## src/evss_pkg.sv

```systemverilog
// Shared types, register codes and constants of the energy speech segmenter.
`timescale 1ns / 1ps
`default_nettype none

package evss_pkg;

	localparam int ENERGY_W   = 43;
	localparam int CNT_W      = 20;
	localparam int FS_W       = 13;
	localparam int SPEECH_W   = 8;
	localparam int SILENCE_W  = 10;
	localparam int CFG_ADDR_W = 3;
	localparam int CFG_DATA_W = ENERGY_W;
	localparam int OUT_W      = 32;

	localparam logic [ENERGY_W-1:0]  ENERGY_MAX  = {ENERGY_W{1'b1}};
	localparam logic [SPEECH_W-1:0]  SPEECH_MAX  = {SPEECH_W{1'b1}};
	localparam logic [SILENCE_W-1:0] SILENCE_MAX = {SILENCE_W{1'b1}};

	localparam logic [ENERGY_W-1:0] RST_ENERGY_THRESHOLD = 43'd11601243;
	localparam logic [FS_W-1:0]     RST_FRAME_SAMPLES    = 13'd882;
	localparam logic [SPEECH_W-1:0] RST_START_FRAMES     = 8'd3;
	localparam logic [SILENCE_W-1:0] RST_END_SILENCE     = 10'd30;
	localparam logic [CNT_W-1:0]    RST_TAIL_SAMPLES     = 20'd8820;
	localparam logic [CNT_W-1:0]    RST_PRESPEECH_LIMIT  = 20'd8820;
	localparam logic [CNT_W-1:0]    RST_MIN_SAMPLES      = 20'd13230;
	localparam logic [CNT_W-1:0]    RST_MAX_SAMPLES      = 20'd441000;

	typedef enum logic [CFG_ADDR_W-1:0] {
		REG_ENERGY_THRESHOLD = 3'd0,
		REG_FRAME_SAMPLES    = 3'd1,
		REG_START_FRAMES     = 3'd2,
		REG_END_SILENCE      = 3'd3,
		REG_TAIL_SAMPLES     = 3'd4,
		REG_PRESPEECH_LIMIT  = 3'd5,
		REG_MIN_SAMPLES      = 3'd6,
		REG_MAX_SAMPLES      = 3'd7
	} cfg_idx_t;

	typedef enum logic [1:0] {
		ROUTE_DISCARD   = 2'd0,
		ROUTE_PRESPEECH = 2'd1,
		ROUTE_BODY      = 2'd2,
		ROUTE_TAIL      = 2'd3
	} route_t;

	typedef enum logic [1:0] {
		EV_NONE     = 2'd0,
		EV_STARTED  = 2'd1,
		EV_ACCEPTED = 2'd2,
		EV_DROPPED  = 2'd3
	} event_t;

	typedef enum logic {
		ST_IDLE     = 1'b0,
		ST_SPEAKING = 1'b1
	} seg_state_t;

	typedef struct packed {
		logic [ENERGY_W-1:0]  energy_threshold;
		logic [FS_W-1:0]      frame_samples;
		logic [SPEECH_W-1:0]  start_frames;
		logic [SILENCE_W-1:0] end_silence_frames;
		logic [CNT_W-1:0]     tail_samples;
		logic [CNT_W-1:0]     prespeech_limit;
		logic [CNT_W-1:0]     min_samples;
		logic [CNT_W-1:0]     max_samples;
	} cfg_t;

	// Finished frame handed from the accumulator to the segmenter.
	typedef struct packed {
		logic                valid;
		logic [ENERGY_W-1:0] energy;
	} frame_t;

	typedef struct packed {
		logic             silent_status;
		logic [CNT_W-1:0] segment_length;
		event_t           segment_event;
		route_t           frame_route;
		logic             frame_silent;
	} result_t;

	// Add n to count, saturating at cap; a count already at the cap holds.
	function automatic logic [CNT_W-1:0] add_capped(
		input logic [CNT_W-1:0] count,
		input logic [CNT_W-1:0] n,
		input logic [CNT_W-1:0] cap
	);
		logic [CNT_W:0] sum;
		sum = {1'b0, count} + {1'b0, n};
		if (count >= cap)
			return count;
		else if (sum > {1'b0, cap})
			return cap;
		else
			return sum[CNT_W-1:0];
	endfunction

endpackage

`default_nettype wire

```

## src/evss_energy.sv

```systemverilog
// Sample input register, squarer and frame energy accumulator.
`timescale 1ns / 1ps
`default_nettype none

module evss_energy #(
	parameter int SAMPLE_WIDTH = 16,
	parameter int FRAME_LIMIT  = 4096
) (
	input  wire logic                           clk,
	input  wire logic                           arst_n,
	input  wire logic                           in_valid,
	output logic                                in_ready,
	input  wire logic [SAMPLE_WIDTH-1:0]        sample_value,
	input  wire logic [$clog2(FRAME_LIMIT):0]   flen,
	output evss_pkg::frame_t                    frame,
	input  wire logic                           frame_take
);
	import evss_pkg::*;

	localparam int PW    = $clog2(FRAME_LIMIT);
	localparam int SQ_W  = 2 * SAMPLE_WIDTH;
	localparam int SUM_W = ((SQ_W > ENERGY_W) ? SQ_W : ENERGY_W) + 1;

	logic                    v_s1;
	logic [SAMPLE_WIDTH-1:0] sample_s1;
	logic                    v_s2;
	logic [SQ_W-1:0]         sq_s2;
	logic                    v_s3;
	logic [ENERGY_W-1:0]     energy_s3;

	logic [ENERGY_W-1:0] energy_q;
	logic [PW-1:0]       pos_q;

	logic [SAMPLE_WIDTH-1:0] mag;
	logic [SUM_W-1:0]        sum_wide;
	logic [ENERGY_W-1:0]     sum_sat;
	logic [PW:0]             pos_next;
	logic                    frame_end;
	logic                    en_s3, cons_s2, en_s2;

	// Magnitude of the most negative code is 2^(W-1), still fits unsigned.
	assign mag = sample_s1[SAMPLE_WIDTH-1] ? (~sample_s1 + 1'b1) : sample_s1;

	assign sum_wide  = SUM_W'(energy_q) + SUM_W'(sq_s2);
	assign sum_sat   = (sum_wide > SUM_W'(ENERGY_MAX)) ? ENERGY_MAX : sum_wide[ENERGY_W-1:0];
	assign pos_next  = (PW + 1)'(pos_q) + 1'b1;
	assign frame_end = (pos_next >= flen);

	assign en_s3    = !v_s3 || frame_take;
	assign cons_s2  = v_s2 && (!frame_end || en_s3);
	assign en_s2    = !v_s2 || cons_s2;
	assign in_ready = !v_s1 || en_s2;

	always_ff @(posedge clk or negedge arst_n) begin
		if (!arst_n) begin
			v_s1 <= 1'b0;
			v_s2 <= 1'b0;
			v_s3 <= 1'b0;
		end else begin
			if (in_ready)
				v_s1 <= in_valid;
			if (en_s2)
				v_s2 <= v_s1;
			if (en_s3)
				v_s3 <= cons_s2 && frame_end;
		end
	end

	always_ff @(posedge clk) begin
		if (in_valid && in_ready)
			sample_s1 <= sample_value;
		if (v_s1 && en_s2)
			sq_s2 <= SQ_W'(mag) * SQ_W'(mag);
		if (cons_s2 && frame_end)
			energy_s3 <= sum_sat;
	end

	// Running frame state: clear at frame end.
	always_ff @(posedge clk or negedge arst_n) begin
		if (!arst_n) begin
			energy_q <= '0;
			pos_q    <= '0;
		end else if (cons_s2) begin
			energy_q <= frame_end ? '0 : sum_sat;
			pos_q    <= frame_end ? '0 : pos_next[PW-1:0];
		end
	end

	assign frame.valid  = v_s3;
	assign frame.energy = energy_s3;

endmodule

`default_nettype wire

```

## src/evss_seg.sv

```systemverilog
// Frame classifier, idle/speaking segmenter and result register.
`timescale 1ns / 1ps
`default_nettype none

module evss_seg (
	input  wire logic                    clk,
	input  wire logic                    arst_n,
	input  wire evss_pkg::cfg_t          cfg,
	input  wire logic [19:0]             flen,
	input  wire evss_pkg::frame_t        frame,
	output logic                         frame_take,
	output logic                         out_valid,
	input  wire logic                    out_ready,
	output evss_pkg::result_t            result
);
	import evss_pkg::*;

	seg_state_t           state_q, state_d;
	logic [SPEECH_W-1:0]  speech_q, speech_d;
	logic [SILENCE_W-1:0] silence_q, silence_d;
	logic [CNT_W-1:0]     pre_q, pre_d;
	logic [CNT_W-1:0]     seg_q, seg_d;
	logic [CNT_W-1:0]     tail_q, tail_d;
	logic                 out_v_q;
	result_t              res_q, res_d;
	logic                 silent;
	logic [CNT_W-1:0]     closed;

	assign frame_take = frame.valid && (!out_v_q || out_ready);
	assign silent     = frame.energy < cfg.energy_threshold;

	always_comb begin
		state_d   = state_q;
		speech_d  = speech_q;
		silence_d = silence_q;
		pre_d     = pre_q;
		seg_d     = seg_q;
		tail_d    = tail_q;
		closed    = add_capped(seg_q, add_capped(tail_q, flen, cfg.tail_samples),
			cfg.max_samples);
		res_d.frame_silent   = silent;
		res_d.frame_route    = ROUTE_DISCARD;
		res_d.segment_event  = EV_NONE;
		res_d.segment_length = '0;
		res_d.silent_status  = 1'b0;
		unique case (state_q)
			ST_IDLE: begin
				if (silent) begin
					speech_d = '0;
					pre_d    = '0;
					res_d.silent_status = 1'b1;
				end else begin
					if (speech_q != SPEECH_MAX)
						speech_d = speech_q + 1'b1;
					pre_d = add_capped(pre_q, flen, cfg.prespeech_limit);
					res_d.frame_route = ROUTE_PRESPEECH;
					if (speech_d >= cfg.start_frames) begin
						state_d   = ST_SPEAKING;
						silence_d = '0;
						tail_d    = '0;
						seg_d     = add_capped('0, pre_d, cfg.max_samples);
						pre_d     = '0;
						res_d.segment_event = EV_STARTED;
					end
				end
			end
			ST_SPEAKING: begin
				if (!silent) begin
					silence_d = '0;
					tail_d    = '0;
					seg_d     = add_capped(seg_q, flen, cfg.max_samples);
					res_d.frame_route = ROUTE_BODY;
				end else begin
					if (silence_q != SILENCE_MAX)
						silence_d = silence_q + 1'b1;
					tail_d = add_capped(tail_q, flen, cfg.tail_samples);
					res_d.frame_route = ROUTE_TAIL;
					if (silence_d >= cfg.end_silence_frames) begin
						// Close: fold the capped tail in and judge the length.
						res_d.segment_length = closed;
						if (closed < cfg.min_samples || closed > cfg.max_samples ||
							closed == '0)
							res_d.segment_event = EV_DROPPED;
						else
							res_d.segment_event = EV_ACCEPTED;
						state_d   = ST_IDLE;
						tail_d    = '0;
						seg_d     = '0;
						silence_d = '0;
						speech_d  = '0;
						res_d.silent_status = 1'b1;
					end
				end
			end
		endcase
	end

	always_ff @(posedge clk or negedge arst_n) begin
		if (!arst_n) begin
			state_q   <= ST_IDLE;
			speech_q  <= '0;
			silence_q <= '0;
			pre_q     <= '0;
			seg_q     <= '0;
			tail_q    <= '0;
		end else if (frame_take) begin
			state_q   <= state_d;
			speech_q  <= speech_d;
			silence_q <= silence_d;
			pre_q     <= pre_d;
			seg_q     <= seg_d;
			tail_q    <= tail_d;
		end
	end

	always_ff @(posedge clk or negedge arst_n) begin
		if (!arst_n)
			out_v_q <= 1'b0;
		else if (!out_v_q || out_ready)
			out_v_q <= frame.valid;
	end

	always_ff @(posedge clk) begin
		if (frame_take)
			res_q <= res_d;
	end

	assign out_valid = out_v_q;
	assign result    = res_q;

endmodule

`default_nettype wire

```

## src/energy_vad_speech_segmenter.sv

```systemverilog
// Top level of the energy-based voice activity detector and speech segmenter.
`timescale 1ns / 1ps
`default_nettype none

// Energy VAD speech segmenter. Takes one signed Q15 sample per transfer on the
// s_axis side and sustains one sample per clock. Each sample is squared and
// added into a saturating 43-bit frame energy; after frame_samples samples
// (zero acts as one, values above FRAME_LIMIT act as FRAME_LIMIT) the frame
// is classified silent when its energy is below energy_threshold, and an
// idle/speaking machine routes it (discarded, pre-speech, body or tail) and
// reports segment start, accept or drop with the closed segment length.
// Exactly one result transfer leaves on m_axis per frame, once the frame's
// last sample has passed the pipeline; samples that do not end a frame
// produce nothing. The pipeline is input register, squarer, accumulator and
// result register; each stage holds its item independently, so input keeps
// flowing while a result waits, until two more frames have ended behind it.
// Configuration registers are written through cfg_wen/cfg_addr/cfg_wdata and
// must only change while the block is drained. No clearing pass after reset.
module energy_vad_speech_segmenter #(
	parameter int SAMPLE_WIDTH = 16,
	parameter int FRAME_LIMIT  = 4096
) (
	input  wire logic                               clk,
	input  wire logic                               arst_n,
	input  wire logic                               s_axis_tvalid,
	output logic                                    s_axis_tready,
	// [SAMPLE_WIDTH-1:0] sample_value, rest zero pad
	input  wire logic [((SAMPLE_WIDTH+7)/8)*8-1:0]  s_axis_tdata,
	output logic                                    m_axis_tvalid,
	input  wire logic                               m_axis_tready,
	// [0] frame_silent, [2:1] frame_route, [4:3] segment_event,
	// [24:5] segment_length, [25] silent_status, [31:26] zero
	output logic [evss_pkg::OUT_W-1:0]              m_axis_tdata,
	input  wire logic                               cfg_wen,
	input  wire logic [evss_pkg::CFG_ADDR_W-1:0]    cfg_addr,
	input  wire logic [evss_pkg::CFG_DATA_W-1:0]    cfg_wdata
);
	import evss_pkg::*;

	localparam int PW = $clog2(FRAME_LIMIT);
	localparam int RES_W = $bits(result_t);

	cfg_t           cfg_q;
	logic [PW:0]    flen;
	frame_t         frame;
	logic           frame_take;
	result_t        result;

	// Register file: hold every value until rewritten.
	always_ff @(posedge clk or negedge arst_n) begin
		if (!arst_n) begin
			cfg_q.energy_threshold   <= RST_ENERGY_THRESHOLD;
			cfg_q.frame_samples      <= RST_FRAME_SAMPLES;
			cfg_q.start_frames       <= RST_START_FRAMES;
			cfg_q.end_silence_frames <= RST_END_SILENCE;
			cfg_q.tail_samples       <= RST_TAIL_SAMPLES;
			cfg_q.prespeech_limit    <= RST_PRESPEECH_LIMIT;
			cfg_q.min_samples        <= RST_MIN_SAMPLES;
			cfg_q.max_samples        <= RST_MAX_SAMPLES;
		end else if (cfg_wen) begin
			unique case (cfg_idx_t'(cfg_addr))
				REG_ENERGY_THRESHOLD: cfg_q.energy_threshold   <= cfg_wdata;
				REG_FRAME_SAMPLES:    cfg_q.frame_samples      <= cfg_wdata[FS_W-1:0];
				REG_START_FRAMES:     cfg_q.start_frames       <= cfg_wdata[SPEECH_W-1:0];
				REG_END_SILENCE:      cfg_q.end_silence_frames <= cfg_wdata[SILENCE_W-1:0];
				REG_TAIL_SAMPLES:     cfg_q.tail_samples       <= cfg_wdata[CNT_W-1:0];
				REG_PRESPEECH_LIMIT:  cfg_q.prespeech_limit    <= cfg_wdata[CNT_W-1:0];
				REG_MIN_SAMPLES:      cfg_q.min_samples        <= cfg_wdata[CNT_W-1:0];
				REG_MAX_SAMPLES:      cfg_q.max_samples        <= cfg_wdata[CNT_W-1:0];
			endcase
		end
	end

	// Effective frame length: clamp zero up to one and large values to the limit.
	always_comb begin
		if (cfg_q.frame_samples == '0)
			flen = (PW + 1)'(1);
		else if (32'(cfg_q.frame_samples) > FRAME_LIMIT)
			flen = (PW + 1)'(FRAME_LIMIT);
		else
			flen = (PW + 1)'(cfg_q.frame_samples);
	end

	evss_energy #(
		.SAMPLE_WIDTH (SAMPLE_WIDTH),
		.FRAME_LIMIT  (FRAME_LIMIT)
	) u_energy (
		.clk          (clk),
		.arst_n       (arst_n),
		.in_valid     (s_axis_tvalid),
		.in_ready     (s_axis_tready),
		.sample_value (s_axis_tdata[SAMPLE_WIDTH-1:0]),
		.flen         (flen),
		.frame        (frame),
		.frame_take   (frame_take)
	);

	evss_seg u_seg (
		.clk        (clk),
		.arst_n     (arst_n),
		.cfg        (cfg_q),
		.flen       (CNT_W'(flen)),
		.frame      (frame),
		.frame_take (frame_take),
		.out_valid  (m_axis_tvalid),
		.out_ready  (m_axis_tready),
		.result     (result)
	);

	assign m_axis_tdata = {(OUT_W - RES_W)'(0), result};

endmodule

`default_nettype wire

```

## config.mk

```make
export PLATFORM = sky130hd
export DESIGN_NAME = energy_vad_speech_segmenter
export DESIGN_NICKNAME = d
export VERILOG_FILES = /design/src/evss_pkg.sv /design/src/evss_energy.sv /design/src/evss_seg.sv /design/src/energy_vad_speech_segmenter.sv
export SDC_FILE = /design/constraint.sdc
export NUM_CORES = 2
export LEC_CHECK = 0
export BUFFER_PORTS_ARGS = -buffer_cell sky130_fd_sc_hd__buf_2
export CAP_MARGIN = 20
export CORE_MARGIN = 10
export CORE_UTILIZATION = 50
export CTS_BUF_LIST = sky130_fd_sc_hd__clkbuf_4
export DETAILED_ROUTE_END_ITERATION = 10
export GPL_TIMING_DRIVEN = 1
export MAX_ROUTING_LAYER = met4
export PLACE_DENSITY_LB_ADDON = 0.05
export RECOVER_POWER = 25
export SYNTH_ARGS = -nofsm -noshare
export SYNTH_HDL_FRONTEND = slang
export SYNTH_SLANG_ARGS = --single-unit
```

## constraint.sdc

```tcl
create_clock -name clk -period 23.1 [get_ports clk]
set_input_delay 1.155 -clock clk [delete_from_list [all_inputs] [get_ports clk]]
set_output_delay 1.155 -clock clk [all_outputs]
set_load 0.01 [all_outputs]
```

Word-level counts from Yosys, hierarchy flattened --
Index checks and enable logic that the tools add are counted.
Word-level totals: register bits after elaboration 409, word-level logic and storage cells 164, input port bits 67, output and inout port bits 34
Cells by class: bitwise gates (word level) 2, reduce and logical (&&, ||, !) cells 33, order comparisons 17, equal/unequal tests 15, add/subtract/negate cells 9, multipliers 1, multiplexer cells 59
Operators by type and width (count):
- 20-bit 2-to-1 mux | 22
- 43-bit 2-to-1 mux | 2
- 21-bit by 20-bit > comparator with 1-bit output | 4
- 20-bit one-hot mux with 2 select lines | 2
- 10-bit 2-to-1 mux | 7
- 20-bit by 13-bit adder with 21-bit output | 3
- 20-bit >= comparator | 3
- 8-bit 2-to-1 mux | 6
- 23-bit 2-to-1 mux | 2
- 43-bit by 32-bit adder with 44-bit output | 1
- 44-bit by 43-bit > comparator with 1-bit output (second input constant) | 1
- 43-bit less-than comparator | 1
- 20-bit > comparator | 2
- 16-bit by 16-bit multiplier with 32-bit output | 1
- 13-bit 2-to-1 mux | 2
- 20-bit by 20-bit adder with 21-bit output | 1
- 1-bit by 20-bit >= comparator with 1-bit output (first input constant) | 1
- 20-bit logical NOT | 1
- 20-bit less-than comparator | 1
- 10-bit one-hot mux with 2 select lines | 1
- 2-bit AND reduction | 9
- 16-bit by 1-bit adder with 16-bit output (second input constant) | 1
- 16-bit 2-to-1 mux | 1
- 16-bit NOT | 1
- 29 further kinds | 60

Depth between registers and ports, before layout --
word-level depth 18, gate-level depth with buffers 59

Hierarchy --
From an unflattened synthesis, not the netlist that was laid out.
Second synthesis, totals: cells, all modules 3784, area, all modules 36760.3 µm²
By module, submodules not included:
- evss_seg | cells an instance 1867, times used 1, area an instance 15592.5 µm²
- evss_energy | cells an instance 1559, times used 1, area an instance 15147.0 µm²
- energy_vad_speech_segmenter | cells an instance 358, times used 1, area an instance 6020.8 µm²

Worst setup path after synthesis --
Ideal clock, no wire load.
path type reg-to-reg, start register cfg_q[102] (netlist name), end register u_seg.res_q, in the netlist u_seg.result[3], data pin, setup slack 11.817 ns, setup time 0.165 ns, path buffers 3, clock period less this slack 11.283 ns, data required time 22.935 ns, data arrival time 11.118 ns, cell stages (with the launch flop) 58, cell sequence dfstp_2 > nor4_1 > a31oi_1 > nor2_1 > ha_1 > inv_1 > fa_1 > nor2b_1 > o21a_1 > o21ai_0 > a21oi_1 > o21a_1 > o21ai_0 > a21boi_0 > o21ai_0 > xnor2_1 > ha_1 > a21o_1 > [22 not listed] > nor4_2 > o32ai_1 > nor2_2 > buf_4 > buf_2 > mux2i_1 > o21ai_0 > ha_1 > a21o_1 > a21oi_1 > nor2b_1 > o21ai_0 > a21oi_1 > or3_1 > a211oi_1 > a21oi_1 > o21a_1 > o31ai_2
RTL lines:
- start: declaration | line energy_vad_speech_segmenter.sv:43 | cfg_t cfg_q;
- end signal: assignment | line evss_seg.sv:125 | res_q <= res_d;
- end: declaration | line evss_seg.sv:25 | result_t res_q, res_d;

==> results.py <==
metrics = {
    "floorplanning": {
        "fp.dieW_um": 286,
        "pin_count": 101,
        "fp.dieH_um": 286,
        "core.rowCount": 97,
        "core-area_um2": 70100,
        "start_util_pct": 50.5,
        "die_area_um2": 81900,
    },
    "placed_design": {
        "dp_hpwl_um": 83000,
        "io_buffer_count": 94,
        "gp_congestion": 0.981,
        "placed_area_um2": 37100,
        "dp_cells": 4663,
    },
    "sta": {
        "slew_viol_final": 315,
        "fin_setup_tns_ps": 0,
        "maxSlewHeadroom_pct": -383,
        "worst_pin_slew_ps": 7250,
        "hold_viol_final": 0,
        "clock.fmax_ghz": 0.0743,
        "setup_viol": 0,
        "rsz0062_at_grt": "no",
        "hold-worst-slack_ps": 445,
        "fin_crit_sh_pct": 58.3,
        "skew_ps": 70.6,
        "fin_crit_ps": 13460,
    },
    "layout": {
        "final_cells": 4885,
        "finalInstanceArea_um2": 38500,
        "fillers": 6527,
        "drive_above_1_share_pct": 13.4,
        "area_delta_synth_final_pct": 8.84,
        "nNetsFinal": 4540,
    },
    "synth": {
        "synth_xor_area_share_pct": 4.06,
        "synth_cell_types": 93,
        "synth_warnings": 0,
        "async_flop_share_pct": 71.6,
        "synth-simple-area-share_pct": 12.2,
        "synth-main-ff-cell": "dfrtp_1",
        "muxShareOfSynthArea_pct": 4.91,
        "synth-compound-area-share_pct": 16.6,
        "avgSynthCellArea_um2": 9.62,
        "synthesis.area_um2": 35400,
        "synth_top_family_by_area": "adder cells",
        "synth_edf_count": 116,
        "yosysSeqAreaShare_pct": 30.7,
        "synth_cells": 3681,
        "ys_ff_latch": 408,
        "synth-adder-area-share_pct": 25.9,
    },
    "critical_path": {
        "r2r_start": "cfg_q[100]",
        "cpMaxStageDelayCell": "a2bb2oi_2",
        "critical_path_buf_inv_count": 3,
        "critPathCaptureType": "flop",
        "startpoint_type": "flop",
        "crit_path_max_incr_delay_ps": 510,
        "critPathMostFrequentCell": "a21o_1",
        "crit_fanout": 22,
        "path_delay_family": "compound AO/OA/AOI/OAI gates",
        "critPathRequiredTime_ps": 23810,
        "arrival_ps": 14180,
        "worstSetupPathType": "flop to flop",
        "startpoint": "cfg_q[100]",
    },
    "cts": {
        "cts.htree.levels": 3,
        "cts_setup_buffers": 0,
        "cts_made_buffers": 113,
        "cts-root-buf": "clkbuf_4",
        "cts_sinks": 408,
        "cts_tree": "yes",
        "clk_latency_ps": 930,
        "hold_buffers": 0,
        "clock_path_buffers": 3,
        "clkTransAtPathRegs_ps": 80,
        "ctsResizeCount": 0,
    },
    "grt": {
        "grtUsageTotal_pct": 26.8,
        "first_global_vias": 29400,
        "antenna_found_initial": 5,
        "grt_pass1_wl_um": 167000,
        "grt_remaining_overflow": 0,
        "grt_max_degree": 140,
    },
    "routing": {
        "drtAntennaViolNets": 0,
        "drt_iter0_drc": 1699,
        "wl_um": 107000,
        "drt-pass1-iter-count": 6,
        "drc": 0,
        "vias": 28400,
        "viasPerCell": 5.82,
        "routedWlPerCell_um": 21.9,
    },
    "run_status": {
        "violations": "capacitance limit, slew limit",
        "status": "finished with violations",
    },
    "flow_run": {
        "cap_violations": 5,
    },
    "worst_hold_path": {
        "min_from": "s_axis_tdata[11]",
        "hp-class": "primary input to flop",
    },
}
## per-layer routing
layer	wire length (um)	vias up	track usage (%)
li1	-	13400	-
met1	44000	14000	31.4
met2	54000	730	45.8
met3	4670	221	3.41
met4	4260	0	11.5
met5	0	-	-
## cells in the final DEF, fill, tap and decap left out, drive strengths merged, types with 46 or more instances in the layout
cell type / count
nand3: 65
o21ai: 227
edfxtp: 116
dfrtp: 238
a21o: 129
fa: 168
dfstp: 54
nor2: 252
o21a: 48
ha: 465
inv: 397
nor2b: 46
nand2: 317
a21oi: 176
nor3: 47
buf: 125
nand4: 56
mux2i: 58
a22o: 82
clkbuf: 192
xnor2: 107
xor2: 57
mux2: 103
## Yosys cell counts, types with 18 or more instances
library cell | number | area [um2]
dfrtp_1 | 238 | 5960
o21a_1 | 48 | 360
a22o_1 | 82 | 718
a21o_1 | 128 | 961
o21ai_0 | 219 | 1100
nor3_1 | 46 | 230
fa_1 | 168 | 3360
clkbuf_1 | 82 | 308
nor2_1 | 251 | 942
ha_1 | 465 | 5820
nor2b_1 | 46 | 288
nand2_1 | 316 | 1190
o211ai_1 | 21 | 158
nand4_1 | 56 | 350
mux2i_1 | 58 | 581
edfxtp_1 | 116 | 3480
a31oi_1 | 20 | 125
nand2b_1 | 31 | 194
a21oi_1 | 175 | 876
nand3_1 | 65 | 325
xnor2_1 | 107 | 937
a211oi_1 | 20 | 150
inv_1 | 390 | 1460
and2_1 | 22 | 138
and3_1 | 18 | 113
dfstp_2 | 54 | 1420
xor2_1 | 57 | 499
mux2_2 | 103 | 1160
## stage by stage
stage                     setup slack [ps]  util (%)
after floorplan                      11820         -
after global placement                9970      52.8
after detailed placement              9810      52.8
after CTS                             9730      55.0
after global routing                  8560      54.9
final                                 9640      54.9
## flip-flops by register name (all words and copies together) (netlist names), 8 cells and up
signal and cells:
u_seg.pre_q 20, u_seg.result 26, u_energy.energy_s3 43, u_seg.tail_q 20, u_seg.seg_q 20, u_energy.energy_q 43, u_energy.pos_q 12, cfg_q 154
u_energy.sample_s1 16, u_seg.speech_q 8, u_energy.sq_s2 31, u_seg.silence_q 10
## kinds of logic (layout without fill, tap and decap cells)
logic type | after synthesis | count (layout)
mux | 161 | 161
fa+ha+maj | 633 | 633
compound gates | 877 | 877
simple gates | 927 | 927
xor+xnor | 164 | 164
other cells | 2 | 23
buf+inv | 509 | 752
flops | 408 | 408
## cell type report
cell class | count | area [um2] | share of cell area, %
flip-flops and latches | 408 | 10900 | 28.2
well taps | 940 | 1180 | 3.05
multi-input cells | 2780 | 22700 | 58.9
repair buffers | 137 | 762 | 1.98
inverters | 400 | 1500 | 3.90
diodes | 5 | 12.5 | 0.0325
clock buffers | 180 | 1350 | 3.51
clock inverters | 35 | 165 | 0.429
## worst reg2reg max path: cells and delay by family, from the launching register on
family / cells / cell delay (ps)
compound gates: 36 / 7220
fa+ha+maj: 7 / 2180
simple gates: 7 / 1800
buf+inv: 3 / 780
mux: 2 / 500
flops: 1 / 400
xor+xnor: 2 / 390
## worst paths after layout
path	depth (start not counted)	slack, ps	end
setup / recovery	57	9640	u_seg.result[3]
hold / removal	1	450	u_energy.sample_s1[11]
setup reg to reg	57	9640	u_seg.result[3]
hold reg to reg	1	500	u_energy.v_s2
max in group asynchronous	2	11690	cfg_q[118]
min in group asynchronous	1	2320	u_seg.tail_q[7]
Power is left out: the tool's default activity adds up to more than one toggle a clock period on the data nets, which glitch-free logic cannot reach.
